==> src/hw/rtl/u8dv_pkg.sv <==
// Shared types, constants and helpers for the UTF-8 stream decoder/validator.
`timescale 1ns / 1ps

package u8dv_pkg;

    // Width of the internal character counter (range 8..32).
    localparam int COUNT_BITS   = 16;
    localparam int CHAR_COUNT_W = 16;
    localparam int CODE_POINT_W = 21;
    localparam int SEQ_LEN_W    = 3;
    localparam int STATUS_W     = 3;
    localparam int PEND_W       = 2;
    localparam int PAYLOAD_W    = 7;

    localparam logic [7:0] MASK_TOP1   = 8'h80;
    localparam logic [7:0] MASK_TOP2   = 8'hC0;
    localparam logic [7:0] MASK_TOP3   = 8'hE0;
    localparam logic [7:0] MASK_TOP4   = 8'hF0;
    localparam logic [7:0] MASK_TOP5   = 8'hF8;
    localparam logic [7:0] PAT_CONT    = 8'h80;
    localparam logic [7:0] PAT_LEAD2   = 8'hC0;
    localparam logic [7:0] PAT_LEAD3   = 8'hE0;
    localparam logic [7:0] PAT_LEAD4   = 8'hF0;
    localparam logic [7:0] KEEP_CONT   = 8'h3F;
    localparam logic [7:0] KEEP_LEAD2  = 8'h1F;
    localparam logic [7:0] KEEP_LEAD3  = 8'h0F;
    localparam logic [7:0] KEEP_LEAD4  = 8'h07;

    // Result status codes
    typedef enum logic [STATUS_W-1:0] {
        ST_CHAR     = 3'd0,
        ST_BAD_LEAD = 3'd1,
        ST_BAD_CONT = 3'd2,
        ST_END_OK   = 3'd3,
        ST_END_BAD  = 3'd4
    } status_t;

    // Byte classes found by the front end
    typedef enum logic [2:0] {
        K_NUL,
        K_ASCII,
        K_LEAD2,
        K_LEAD3,
        K_LEAD4,
        K_CONT,
        K_BAD
    } kind_t;

    // One classified word passed from front to back
    typedef struct packed {
        kind_t                 kind;
        logic [PAYLOAD_W-1:0]  bits;
    } cls_t;

    // Saturate the internal counter to the reported width
    function automatic logic [CHAR_COUNT_W-1:0] count_out(input logic [COUNT_BITS-1:0] cnt);
        localparam int WW = COUNT_BITS + CHAR_COUNT_W;
        logic [WW-1:0] ext;
        logic [WW-1:0] lim;
        ext = WW'(cnt);
        lim = WW'({CHAR_COUNT_W{1'b1}});
        if (ext > lim)
        begin
            return {CHAR_COUNT_W{1'b1}};
        end
        return ext[CHAR_COUNT_W-1:0];
    endfunction

endpackage

==> src/hw/rtl/u8dv_stream_if.sv <==
// Valid/ready channel interfaces for string bytes and decoded results.
`timescale 1ns / 1ps

interface u8dv_byte_if;
    logic       valid;
    logic       ready;
    logic [7:0] in_byte;

    modport source (output valid, output in_byte, input ready);
    modport sink   (input valid, input in_byte, output ready);
endinterface

interface u8dv_result_if;
    import u8dv_pkg::*;
    logic                    valid;
    logic                    ready;
    logic [CODE_POINT_W-1:0] code_point;
    logic [SEQ_LEN_W-1:0]    seq_len;
    logic [STATUS_W-1:0]     status;
    logic [CHAR_COUNT_W-1:0] char_count;

    modport source (output valid, output code_point, output seq_len, output status,
                    output char_count, input ready);
    modport sink   (input valid, input code_point, input seq_len, input status,
                    input char_count, output ready);
endinterface

==> src/hw/rtl/u8dv_front.sv <==
// Front end: accept string bytes and classify them into byte kinds.
`timescale 1ns / 1ps

module u8dv_front
    import u8dv_pkg::*;
(
    u8dv_byte_if.sink  bytes,
    input  logic       q_full,
    output logic       q_push,
    output cls_t       q_data
);

    logic [7:0] b;

    assign b           = bytes.in_byte;
    assign bytes.ready = !q_full;
    assign q_push      = bytes.valid && !q_full;

    always_comb
    begin
        q_data.kind = K_BAD;
        q_data.bits = '0;
        priority if (b == 8'h00)
        begin
            q_data.kind = K_NUL;
        end
        else if ((b & MASK_TOP1) == 8'h00)
        begin
            q_data.kind = K_ASCII;
            q_data.bits = b[PAYLOAD_W-1:0];
        end
        else if ((b & MASK_TOP2) == PAT_CONT)
        begin
            q_data.kind = K_CONT;
            q_data.bits = PAYLOAD_W'(b & KEEP_CONT);
        end
        else if ((b & MASK_TOP3) == PAT_LEAD2)
        begin
            q_data.kind = K_LEAD2;
            q_data.bits = PAYLOAD_W'(b & KEEP_LEAD2);
        end
        else if ((b & MASK_TOP4) == PAT_LEAD3)
        begin
            q_data.kind = K_LEAD3;
            q_data.bits = PAYLOAD_W'(b & KEEP_LEAD3);
        end
        else if ((b & MASK_TOP5) == PAT_LEAD4)
        begin
            q_data.kind = K_LEAD4;
            q_data.bits = PAYLOAD_W'(b & KEEP_LEAD4);
        end
        else
        begin
            q_data.kind = K_BAD;
        end
    end

endmodule

==> src/hw/rtl/u8dv_fifo.sv <==
// Two-entry queue of classified words between front and back.
`timescale 1ns / 1ps

module u8dv_fifo
    import u8dv_pkg::*;
(
    input  logic clk,
    input  logic rst_n,
    input  logic push,
    input  cls_t push_data,
    output logic full,
    input  logic pop,
    output logic not_empty,
    output cls_t head
);

    cls_t       mem_reg [2];
    logic       wr_ptr_reg;
    logic       rd_ptr_reg;
    logic [1:0] count_reg;
    logic [1:0] count_next;

    assign full      = (count_reg == 2'd2);
    assign not_empty = (count_reg != 2'd0);
    assign head      = mem_reg[rd_ptr_reg];

    always_comb
    begin
        count_next = count_reg;
        unique case ({push, pop})
            2'b10:   count_next = count_reg + 2'd1;
            2'b01:   count_next = count_reg - 2'd1;
            default: count_next = count_reg;
        endcase
    end

    always_ff @(posedge clk or negedge rst_n)
    begin
        if (!rst_n)
        begin
            wr_ptr_reg <= 1'b0;
            rd_ptr_reg <= 1'b0;
            count_reg  <= 2'd0;
        end
        else
        begin
            count_reg <= count_next;
            if (push)
            begin
                wr_ptr_reg <= !wr_ptr_reg;
            end
            if (pop)
            begin
                rd_ptr_reg <= !rd_ptr_reg;
            end
        end
    end

    always_ff @(posedge clk)
    begin
        if (push)
        begin
            mem_reg[wr_ptr_reg] <= push_data;
        end
    end

endmodule

==> src/hw/rtl/u8dv_back.sv <==
// Back end: sequence state, code point assembly and the result register.
`timescale 1ns / 1ps

module u8dv_back
    import u8dv_pkg::*;
(
    input  logic             clk,
    input  logic             rst_n,
    input  logic             q_not_empty,
    input  cls_t             q_head,
    output logic             q_pop,
    u8dv_result_if.source    chars
);

    logic [PEND_W-1:0]       pend_reg,    pend_next;
    logic [SEQ_LEN_W-1:0]    seqlen_reg,  seqlen_next;
    logic [CODE_POINT_W-1:0] partial_reg, partial_next;
    logic                    err_reg,     err_next;
    logic [COUNT_BITS-1:0]   cnt_reg,     cnt_next;

    logic                    out_valid_reg;
    logic [CODE_POINT_W-1:0] out_cp_reg;
    logic [SEQ_LEN_W-1:0]    out_len_reg;
    status_t                 out_status_reg;
    logic [CHAR_COUNT_W-1:0] out_count_reg;

    logic                    can_step;
    logic                    emit;
    logic [CODE_POINT_W-1:0] res_cp;
    logic [SEQ_LEN_W-1:0]    res_len;
    status_t                 res_status;
    logic [COUNT_BITS-1:0]   cnt_bump;
    logic [CODE_POINT_W-1:0] shifted;

    // The end result reports the count before it clears
    function automatic logic [COUNT_BITS-1:0] cnt_next_report(input kind_t k,
                                                              input logic [COUNT_BITS-1:0] cur,
                                                              input logic [COUNT_BITS-1:0] nxt);
        return (k == K_NUL) ? cur : nxt;
    endfunction

    // Take a word when the result register is free or being drained
    assign can_step = !out_valid_reg || chars.ready;
    assign q_pop    = q_not_empty && can_step;

    assign cnt_bump = (cnt_reg == {COUNT_BITS{1'b1}}) ? cnt_reg : cnt_reg + 1'b1;
    assign shifted  = {partial_reg[CODE_POINT_W-7:0], q_head.bits[5:0]};

    always_comb
    begin
        pend_next    = pend_reg;
        seqlen_next  = seqlen_reg;
        partial_next = partial_reg;
        err_next     = err_reg;
        cnt_next     = cnt_reg;
        emit         = 1'b0;
        res_cp       = '0;
        res_len      = '0;
        res_status   = ST_CHAR;

        if (q_head.kind == K_NUL)
        begin
            emit         = 1'b1;
            res_status   = (err_reg || pend_reg != '0) ? ST_END_BAD : ST_END_OK;
            pend_next    = '0;
            seqlen_next  = '0;
            partial_next = '0;
            err_next     = 1'b0;
            cnt_next     = '0;
        end
        else if (err_reg)
        begin
            // drop bytes until the terminator
        end
        else if (pend_reg == '0)
        begin
            unique case (q_head.kind)
                K_ASCII:
                begin
                    emit     = 1'b1;
                    cnt_next = cnt_bump;
                    res_cp   = CODE_POINT_W'(q_head.bits);
                    res_len  = SEQ_LEN_W'(1);
                end
                K_LEAD2:
                begin
                    pend_next    = PEND_W'(1);
                    seqlen_next  = SEQ_LEN_W'(2);
                    partial_next = CODE_POINT_W'(q_head.bits);
                end
                K_LEAD3:
                begin
                    pend_next    = PEND_W'(2);
                    seqlen_next  = SEQ_LEN_W'(3);
                    partial_next = CODE_POINT_W'(q_head.bits);
                end
                K_LEAD4:
                begin
                    pend_next    = PEND_W'(3);
                    seqlen_next  = SEQ_LEN_W'(4);
                    partial_next = CODE_POINT_W'(q_head.bits);
                end
                default:
                begin
                    emit         = 1'b1;
                    res_status   = ST_BAD_LEAD;
                    err_next     = 1'b1;
                    pend_next    = '0;
                    seqlen_next  = '0;
                    partial_next = '0;
                end
            endcase
        end
        else if (q_head.kind != K_CONT)
        begin
            emit         = 1'b1;
            res_status   = ST_BAD_CONT;
            res_len      = seqlen_reg;
            err_next     = 1'b1;
            pend_next    = '0;
            seqlen_next  = '0;
            partial_next = '0;
        end
        else if (pend_reg == PEND_W'(1))
        begin
            emit         = 1'b1;
            res_cp       = shifted;
            res_len      = seqlen_reg;
            cnt_next     = cnt_bump;
            pend_next    = '0;
            seqlen_next  = '0;
            partial_next = '0;
        end
        else
        begin
            partial_next = shifted;
            pend_next    = pend_reg - 1'b1;
        end
    end

    always_ff @(posedge clk or negedge rst_n)
    begin
        if (!rst_n)
        begin
            pend_reg      <= '0;
            seqlen_reg    <= '0;
            partial_reg   <= '0;
            err_reg       <= 1'b0;
            cnt_reg       <= '0;
            out_valid_reg <= 1'b0;
        end
        else
        begin
            if (q_pop)
            begin
                pend_reg    <= pend_next;
                seqlen_reg  <= seqlen_next;
                partial_reg <= partial_next;
                err_reg     <= err_next;
                cnt_reg     <= cnt_next;
            end
            if (can_step)
            begin
                out_valid_reg <= q_pop && emit;
            end
        end
    end

    always_ff @(posedge clk)
    begin
        if (q_pop && emit)
        begin
            out_cp_reg     <= res_cp;
            out_len_reg    <= res_len;
            out_status_reg <= res_status;
            out_count_reg  <= count_out(cnt_next_report(q_head.kind, cnt_reg, cnt_next));
        end
    end

    assign chars.valid      = out_valid_reg;
    assign chars.code_point = out_cp_reg;
    assign chars.seq_len    = out_len_reg;
    assign chars.status     = out_status_reg;
    assign chars.char_count = out_count_reg;

endmodule

==> src/hw/rtl/utf8_stream_decoder_validator_unit.sv <==
// Top level of the UTF-8 stream decoder/validator.
//
//   channel  dir   payload                                      accepted when
//   bytes    in    in_byte[7:0]                                 valid && ready
//   chars    out   code_point[20:0] seq_len[2:0] status[2:0]    valid && ready
//                  char_count[15:0]
//
// One word per cycle sustained while chars.ready is high; an accepted byte is written into
// the queue, and the back end then steps its classified word from the queue into the
// result register, which presents the result.
// rst_n clears the queue, the sequence state and the result valid at once.
// A stalled result holds the back end; the two-entry queue absorbs the front
// until it fills, then bytes.ready drops.
`timescale 1ns / 1ps

module utf8_stream_decoder_validator_unit
    import u8dv_pkg::*;
(
    input  logic          clk,
    input  logic          rst_n,
    u8dv_byte_if.sink     bytes,
    u8dv_result_if.source chars
);

    logic q_full;
    logic q_push;
    logic q_pop;
    logic q_not_empty;
    cls_t q_in;
    cls_t q_head;

    u8dv_front u_front (
        .bytes  (bytes),
        .q_full (q_full),
        .q_push (q_push),
        .q_data (q_in)
    );

    u8dv_fifo u_fifo (
        .clk       (clk),
        .rst_n     (rst_n),
        .push      (q_push),
        .push_data (q_in),
        .full      (q_full),
        .pop       (q_pop),
        .not_empty (q_not_empty),
        .head      (q_head)
    );

    u8dv_back u_back (
        .clk         (clk),
        .rst_n       (rst_n),
        .q_not_empty (q_not_empty),
        .q_head      (q_head),
        .q_pop       (q_pop),
        .chars       (chars)
    );

endmodule

==> src/flat_wrapper.sv <==
// flat-port wrapper written by rule: the top's interface ports become plain ports
module utf8_stream_decoder_validator_unit_flat import u8dv_pkg::*;
  (clk, rst_n, bytes_valid, bytes_in_byte, bytes_ready, chars_valid, chars_code_point, chars_seq_len, chars_status, chars_char_count, chars_ready);
  u8dv_byte_if bytes_i ();
  u8dv_result_if chars_i ();
  input  logic clk;
  input  logic rst_n;
  input wire logic [$bits(bytes_i.valid)-1:0] bytes_valid;
  input wire logic [$bits(bytes_i.in_byte)-1:0] bytes_in_byte;
  output wire logic [$bits(bytes_i.ready)-1:0] bytes_ready;
  output wire logic [$bits(chars_i.valid)-1:0] chars_valid;
  output wire logic [$bits(chars_i.code_point)-1:0] chars_code_point;
  output wire logic [$bits(chars_i.seq_len)-1:0] chars_seq_len;
  output wire logic [$bits(chars_i.status)-1:0] chars_status;
  output wire logic [$bits(chars_i.char_count)-1:0] chars_char_count;
  input wire logic [$bits(chars_i.ready)-1:0] chars_ready;
  assign bytes_i.valid = bytes_valid;
  assign bytes_i.in_byte = bytes_in_byte;
  assign bytes_ready = bytes_i.ready;
  assign chars_valid = chars_i.valid;
  assign chars_code_point = chars_i.code_point;
  assign chars_seq_len = chars_i.seq_len;
  assign chars_status = chars_i.status;
  assign chars_char_count = chars_i.char_count;
  assign chars_i.ready = chars_ready;
  utf8_stream_decoder_validator_unit u_core (.clk(clk), .rst_n(rst_n), .bytes(bytes_i), .chars(chars_i));
endmodule
==> config.mk <==
export PLATFORM = sky130hd
export DESIGN_NAME = utf8_stream_decoder_validator_unit_flat
export DESIGN_NICKNAME = d
export VERILOG_FILES = /design/src/hw/rtl/u8dv_pkg.sv /design/src/hw/rtl/u8dv_stream_if.sv /design/src/hw/rtl/u8dv_front.sv /design/src/hw/rtl/u8dv_fifo.sv /design/src/hw/rtl/u8dv_back.sv /design/src/hw/rtl/utf8_stream_decoder_validator_unit.sv /design/src/flat_wrapper.sv
export SDC_FILE = /design/constraint.sdc
export NUM_CORES = 1
export LEC_CHECK = 0
export ABC_AREA = 1
export BUFFER_PORTS_ARGS = -buffer_cell sky130_fd_sc_hd__buf_2
export CORE_ASPECT_RATIO = 0.6
export CORE_UTILIZATION = 49
export CTS_CLUSTER_DIAMETER = 100
export DETAILED_ROUTE_END_ITERATION = 8
export GPL_TIMING_DRIVEN = 0
export PLACE_DENSITY = 0.71
export SYNTH_ARGS = -nofsm -noshare
export SYNTH_HDL_FRONTEND = slang
export SYNTH_SLANG_ARGS = --single-unit
==> constraint.sdc <==
create_clock -name clk -period 3.45 [get_ports clk]
set_input_delay 0.69 -clock clk [delete_from_list [all_inputs] [get_ports clk]]
set_output_delay 0.69 -clock clk [all_outputs]
set_load 0.05 [all_outputs]
==> metrics.txt, run 1 <==
Max Clock Skew 4.93 ps; Yosys cell types 43; part of the cycle the worst path needs 77.5%; floorplan row count 28; ANT cells 0; maximum clock frequency 374 MHz; worst vdd ir 619 µV; Worst-Skew Late Latency 350 ps; critical path's slowest cell nor2_4; DRC violations left 0; initial DRC count 504; synthesized flop and latch total 105; post-detail-place hpwl 9330 µm; CTS buffer count 9; Mapped Nets 581; Max stage delay on crit path 530 ps; Leakage 0.00261 µW; Layout Nets 649; DR pass1 iterations 6; PwrDens 948 nW/µm²; Avg Inst Size Synth 9.27 µm²; post-cts sizing count 0; CTS sink cnt 105; die area 11100 µm²; PnR Total Power 5710 µW; number of max-cap violations 0; synthesized cell area 5240 µm²; Max clock buf depth 2; Slew @ Worst Pin 1000 ps; Post-CTS Setup Bufs 0; cell chain of the critical path inv_1, ha_1, buf_2, inv_1, nor3_1, a31oi_1, nand2_1, nor2_4, buf_12; Critical Path AT 2720 ps; placed cell area 5710 µm²; Synth warnings 0; synth-to-layout area growth 14.9%; Initial Util 51.7%; first-pass GRT wire length 20100 µm; Critical path buffers and inverters 4; Top cell by count, worst path inv_1; wire per inst 16.6 µm; most common cell after layout, fill and taps aside nand2_1; RSZ-0062 raised after global routing no; Rel. slew slack 33.3%; status complete, no violations; GRT overflow 0; vias in the first global route 3795; H-tree levels 3; antenna violation net count after detailed routing 0; final worst setup slack 775 ps; DR vias 4292; Worst EP required 3500 ps; worst-path maximum fanout 28; # IOs 57; GPL Wtd Cong 0.931; critical path class register to register; CTS Root Cell clkbuf_16; Top delay family on crit path simple AND/OR/NAND/NOR gates; Global Route Usage Sum 24.7%; TritonCTS clock tree yes; Setup Total Neg Slack 0 ps; Die Y-Extent 82.1 µm; Finish-stage setup viols 0; crit path capture type register; final non-filler cell area 6020 µm²; startpoint types register; Tmin final 2680 ps; Vias/cell 5.55; worst hold slack 486 ps; Core Area 10100 µm²; chip width 135 µm; most frequent cells in the layout 123 x nand2_1, 67 x inv_1, 63 x edfxtp_1; Hold Path Class register to register; fin. max-slew vios 0; CTS Hold Bufs 0; worst slack, placed 734 ps; # port buffers 56; cells after synthesis 565; pin count of the biggest net entering global routing 43; max FFs per register 21; Final Hold Vio Count 0; Clk pin slew, worst setup/hold paths 70 ps; total routed wirelength 12800 µm; initial antenna violation count 0; Seq/Total Area, Yosys 56.2%; share of cells above drive strength 1 17.9%
## where the power goes
group	switching (µW)	total, µW	leakage (µW)	internal (µW)
Clock	475	1050	0.000149	572
Combinational	2070	2680	0.00130	612
Sequential	160	1980	0.00116	1820
## kinds of logic after synthesis
kind of cell / synth area share, %
flops: 56.2
xor+xnor: 0.502
buf+inv: 7.05
mux: 1.34
fa+ha+maj: 0.956
simple gates: 26.6
compound gates: 7.36
## final timing paths
kind	from	to	slack [ps]	depth (start not counted)
min reg2reg	u_core.u_back.seqlen_reg[0]	u_core.u_back.seqlen_reg[0]	490	2
max in group asynchronous	rst_n	u_core.u_back.cnt_reg[4]	2320	1
max reg2reg	u_core.u_back.pend_reg[0]	u_core.u_back.chars.char_count[13]	770	9
min	u_core.u_back.seqlen_reg[0]	u_core.u_back.seqlen_reg[0]	490	2
min in group asynchronous	rst_n	u_core.u_back.cnt_reg[6]	500	1
max	u_core.u_back.pend_reg[0]	u_core.u_back.chars.char_count[13]	770	9
## final cells by class
type	count	area, µm²
sequential	105	2940
fill	917	4110
multi-input combinational	371	1930
timing repair buffer	57	300
buffer	14	85.1
clock buffer	9	225
tap	135	169
inverter	75	284
clock inverter	7	78.8
## per-layer routing
metal / vias to the layer above / share of wire, % / track usage [%]
met4: 0 / 1.5 / 7.87
met5: - / 0 / 0
li1: 2027 / - / -
met3: 19 / 8.4 / 4.38
met1: 2036 / 50 / 38.9
met2: 210 / 40 / 33.9
## worst register-to-register path: cells and delay by family (launching register included)
kind            cells  cell delay (ps)
compound gates      1              200
fa+ha+maj           1              180
buf+inv             4              670
flops               1              380
simple gates        3              930
## stage by stage
step	utilization [%]	instances
after floorplan	-	565
after global placement	56.2	756
after detailed placement	56.4	757
after CTS	59.4	773
after global routing	59.4	773
final	59.4	773
## cell usage after synthesis
cell type,count,share of area [%]
nand2_1,123,8.8
inv_1,67,4.8
edfxtp_1,63,36
nor2_1,61,4.4
nand3_1,50,4.8
dfrtp_1,42,20
a21oi_1,19,1.8
o21ai_0,19,1.8
nand4_1,17,2.0
o22ai_1,12,1.4
o21ai_1,9,0.86
mux2i_1,7,1.3
nand2_2,7,0.84
nor3_1,7,0.67
inv_2,6,0.43
nand3b_1,6,0.86
buf_2,5,0.48
clkbuf_1,4,0.29
ha_1,4,0.96
nand2_4,4,0.86
buf_6,3,0.65
and2_1,2,0.24
nand3_2,2,0.38
nand3_4,2,0.67
nor2_4,2,0.43
nor2_8,2,0.76
nor4_1,2,0.24
o21bai_1,2,0.29
xnor2_1,2,0.33
a21boi_0,1,0.14
a31oi_1,1,0.12
buf_1,1,0.072
buf_4,1,0.14
clkinv_1,1,0.072
inv_4,1,0.12
nand2_8,1,0.38
nor2_2,1,0.12
nor3b_1,1,0.14
o21ai_2,1,0.17
o21ai_4,1,0.31
o22ai_2,1,0.24
o311ai_0,1,0.17
xor2_1,1,0.17
No activity file was read; power rests on OpenSTA's default activity.
==> inputs of run 2 (changes only) <==
==> constraint.sdc (replaced) <==
create_clock -name clk -period 2.4 [get_ports clk]
set_input_delay 0.48 -clock clk [delete_from_list [all_inputs] [get_ports clk]]
set_output_delay 0.48 -clock clk [all_outputs]
set_load 0.05 [all_outputs]
==> run 2 against run 1 <==
Combinational power is 57% higher. Via count increased by 0.63%. Critical path depth did not move.
==> metrics.txt, run 2 (synthesis gave the netlist of run 1 again) <==
Finish-stage setup viols 0 (unchanged); CTS Hold Bufs 0 (unchanged); antenna violation net count after detailed routing 0 (unchanged); most common cell after layout, fill and taps aside nand2_1 (unchanged); synth-to-layout area growth 17.9% (was 14.9%); post-detail-place hpwl 9090 µm (was 9330 µm); Final Hold Vio Count 0 (unchanged); total routed wirelength 13100 µm (was 12800 µm); GPL Wtd Cong 0.939 (was 0.931); DRC violations left 0 (unchanged); vias in the first global route 3860 (was 3795); Tmin final 2280 ps (was 2680 ps); wire per inst 16.8 µm (was 16.6 µm); critical path class register to register (unchanged); crit path capture type register (unchanged); max FFs per register 21 (unchanged); Critical Path AT 2400 ps (was 2720 ps); Slew @ Worst Pin 1000 ps (about the same); ANT cells 0 (unchanged); Global Route Usage Sum 25.3% (was 24.7%); post-layout util 61.0% (was 59.4%); pin count of the biggest net entering global routing 43 (unchanged); CTS buffer count 9 (unchanged); GRT overflow 0 (unchanged); die area 11100 µm² (unchanged); Max Clock Skew 13.2 ps (was 4.93 ps); status complete, no violations (unchanged); Worst EP required 2510 ps (was 3500 ps); final non-filler cell area 6170 µm² (was 6020 µm²); Critical path buffers and inverters 4 (unchanged); placed cell area 5690 µm² (was 5710 µm²); Leakage 0.00265 µW (was 0.00261 µW); Initial Util 51.7% (unchanged); worst vdd ir 829 µV (was 619 µV); DR pass1 iterations 5 (was 6); PwrDens 1390 nW/µm² (was 948 nW/µm²); Clk pin slew, worst setup/hold paths 70 ps (about the same); Core Area 10100 µm² (unchanged); number of max-cap violations 0 (unchanged); Top delay family on crit path buffers and inverters (was simple AND/OR/NAND/NOR gates); Rel. slew slack 33.2% (was 33.3%); # port buffers 56 (unchanged); initial antenna violation count 0 (unchanged); critical path's slowest cell dfrtp_1 (was nor2_4); Setup Total Neg Slack 0 ps (unchanged); Max stage delay on crit path 390 ps (was 530 ps); worst-path maximum fanout 11 (was 28); chip width 135 µm (unchanged); Max clock buf depth 2 (unchanged); CTS Root Cell clkbuf_16 (unchanged); DR vias 4319 (was 4292); fin. max-slew vios 0 (unchanged); share of cells above drive strength 1 20.4% (was 17.9%); startpoint types register (unchanged); # IOs 57 (unchanged); Worst-Skew Late Latency 360 ps (was 350 ps); most frequent cells in the layout 121 x nand2_1, 67 x inv_1, 63 x edfxtp_1 (was 123 x nand2_1, 67 x inv_1, 63 x edfxtp_1); CTS sink cnt 105 (unchanged); Vias/cell 5.52 (was 5.55); Top cell by count, worst path inv_1 (unchanged); first-pass GRT wire length 20400 µm (was 20100 µm); floorplan row count 28 (unchanged); TritonCTS clock tree yes (unchanged); H-tree levels 3 (unchanged); Hold Path Class input port to async pin (was register to register); Layout Nets 658 (was 649); Die Y-Extent 82.1 µm (unchanged); part of the cycle the worst path needs 95.2% (was 77.5%); initial DRC count 530 (was 504); maximum clock frequency 438 MHz (was 374 MHz); cell chain of the critical path inv_1, ha_1, buf_2, inv_1, nor3_2, a31oi_2, nand2_4, nor2_4, buf_12 (was inv_1, ha_1, buf_2, inv_1, nor3_1, a31oi_1, nand2_1, nor2_4, buf_12)
==> run 2: changes by cell type in the layout (fill, tap and decap cells not counted), moves of 2 or more <==
cell	delta
nand2_1	-2
nor2_4	+5
nor2_1	-2
buf_4	+4
buf_12	+2
==> run 2: report_power, final <==
part / total [µW] / internal, µW / switching, µW
clock: 1520 / 820 / 701
combinational: 4220 / 1080 / 3140
sequential: 2860 / 2620 / 247
total: 8600 / 4520 / 4090
==> run 2: final cells by class <==
class | count | area, µm²
fillers | 868 | 3950
flip-flops and latches | 105 | 2940
multi-input cells | 374 | 2010
repair buffers | 63 | 370
inverters | 75 | 284
clock buffers | 9 | 225
well taps | 135 | 169
plain buffers | 14 | 88.8
clock inverters | 7 | 78.8
==> run 2: per-layer routing <==
layer | vias up | GRT usage (%) | part of all wire, %
met5 | - | 0 | 0
met4 | 0 | 6.63 | 1.1
met3 | 15 | 6.05 | 8.3
met2 | 192 | 34.6 | 40
met1 | 2054 | 39.2 | 51
li1 | 2058 | - | -
==> run 2: timing repair <==
action,4_1_cts,5_1_grt
endpoints found under the setup margin,44,74
pin swaps,3,2
setup buffers,4,3
gates resized for setup,5,13
cloned,3,0
==> run 2: worst paths after layout <==
| path | start | end | slack [ps] | depth (start not counted) |
|---|---|---|---|---|
| worst max-delay path | u_core.u_back.pend_reg[1] | u_core.u_back.chars.char_count[10] | 120 | 9 |
| worst min-delay path | rst_n | u_core.u_back.cnt_reg[15] | 280 | 1 |
| worst max register to register | u_core.u_back.pend_reg[1] | u_core.u_back.chars.char_count[10] | 120 | 9 |
| worst min register to register | u_core.u_back.seqlen_reg[2] | u_core.u_back.seqlen_reg[2] | 490 | 2 |
| max in group asynchronous | rst_n | u_core.u_back.cnt_reg[0] | 1420 | 1 |
| min in group clk | chars_ready | u_core.u_back.chars.valid | 360 | 2 |
==> run 2: per-stage QoR <==
step / worst slack (ps) / hold slack, ps / power, µW / std cells
2_1_floorplan: 24.6 / 184 / 5720 / 565
3_3_place_gp: -557 / 463 / 6580 / 756
3_5_place_dp: -625 / 484 / 6660 / 756
4_1_cts: 6.64 / 325 / 8440 / 779
5_1_grt: -3.46 / 357 / 9030 / 782
6_report: 116 / 278 / 8600 / 782
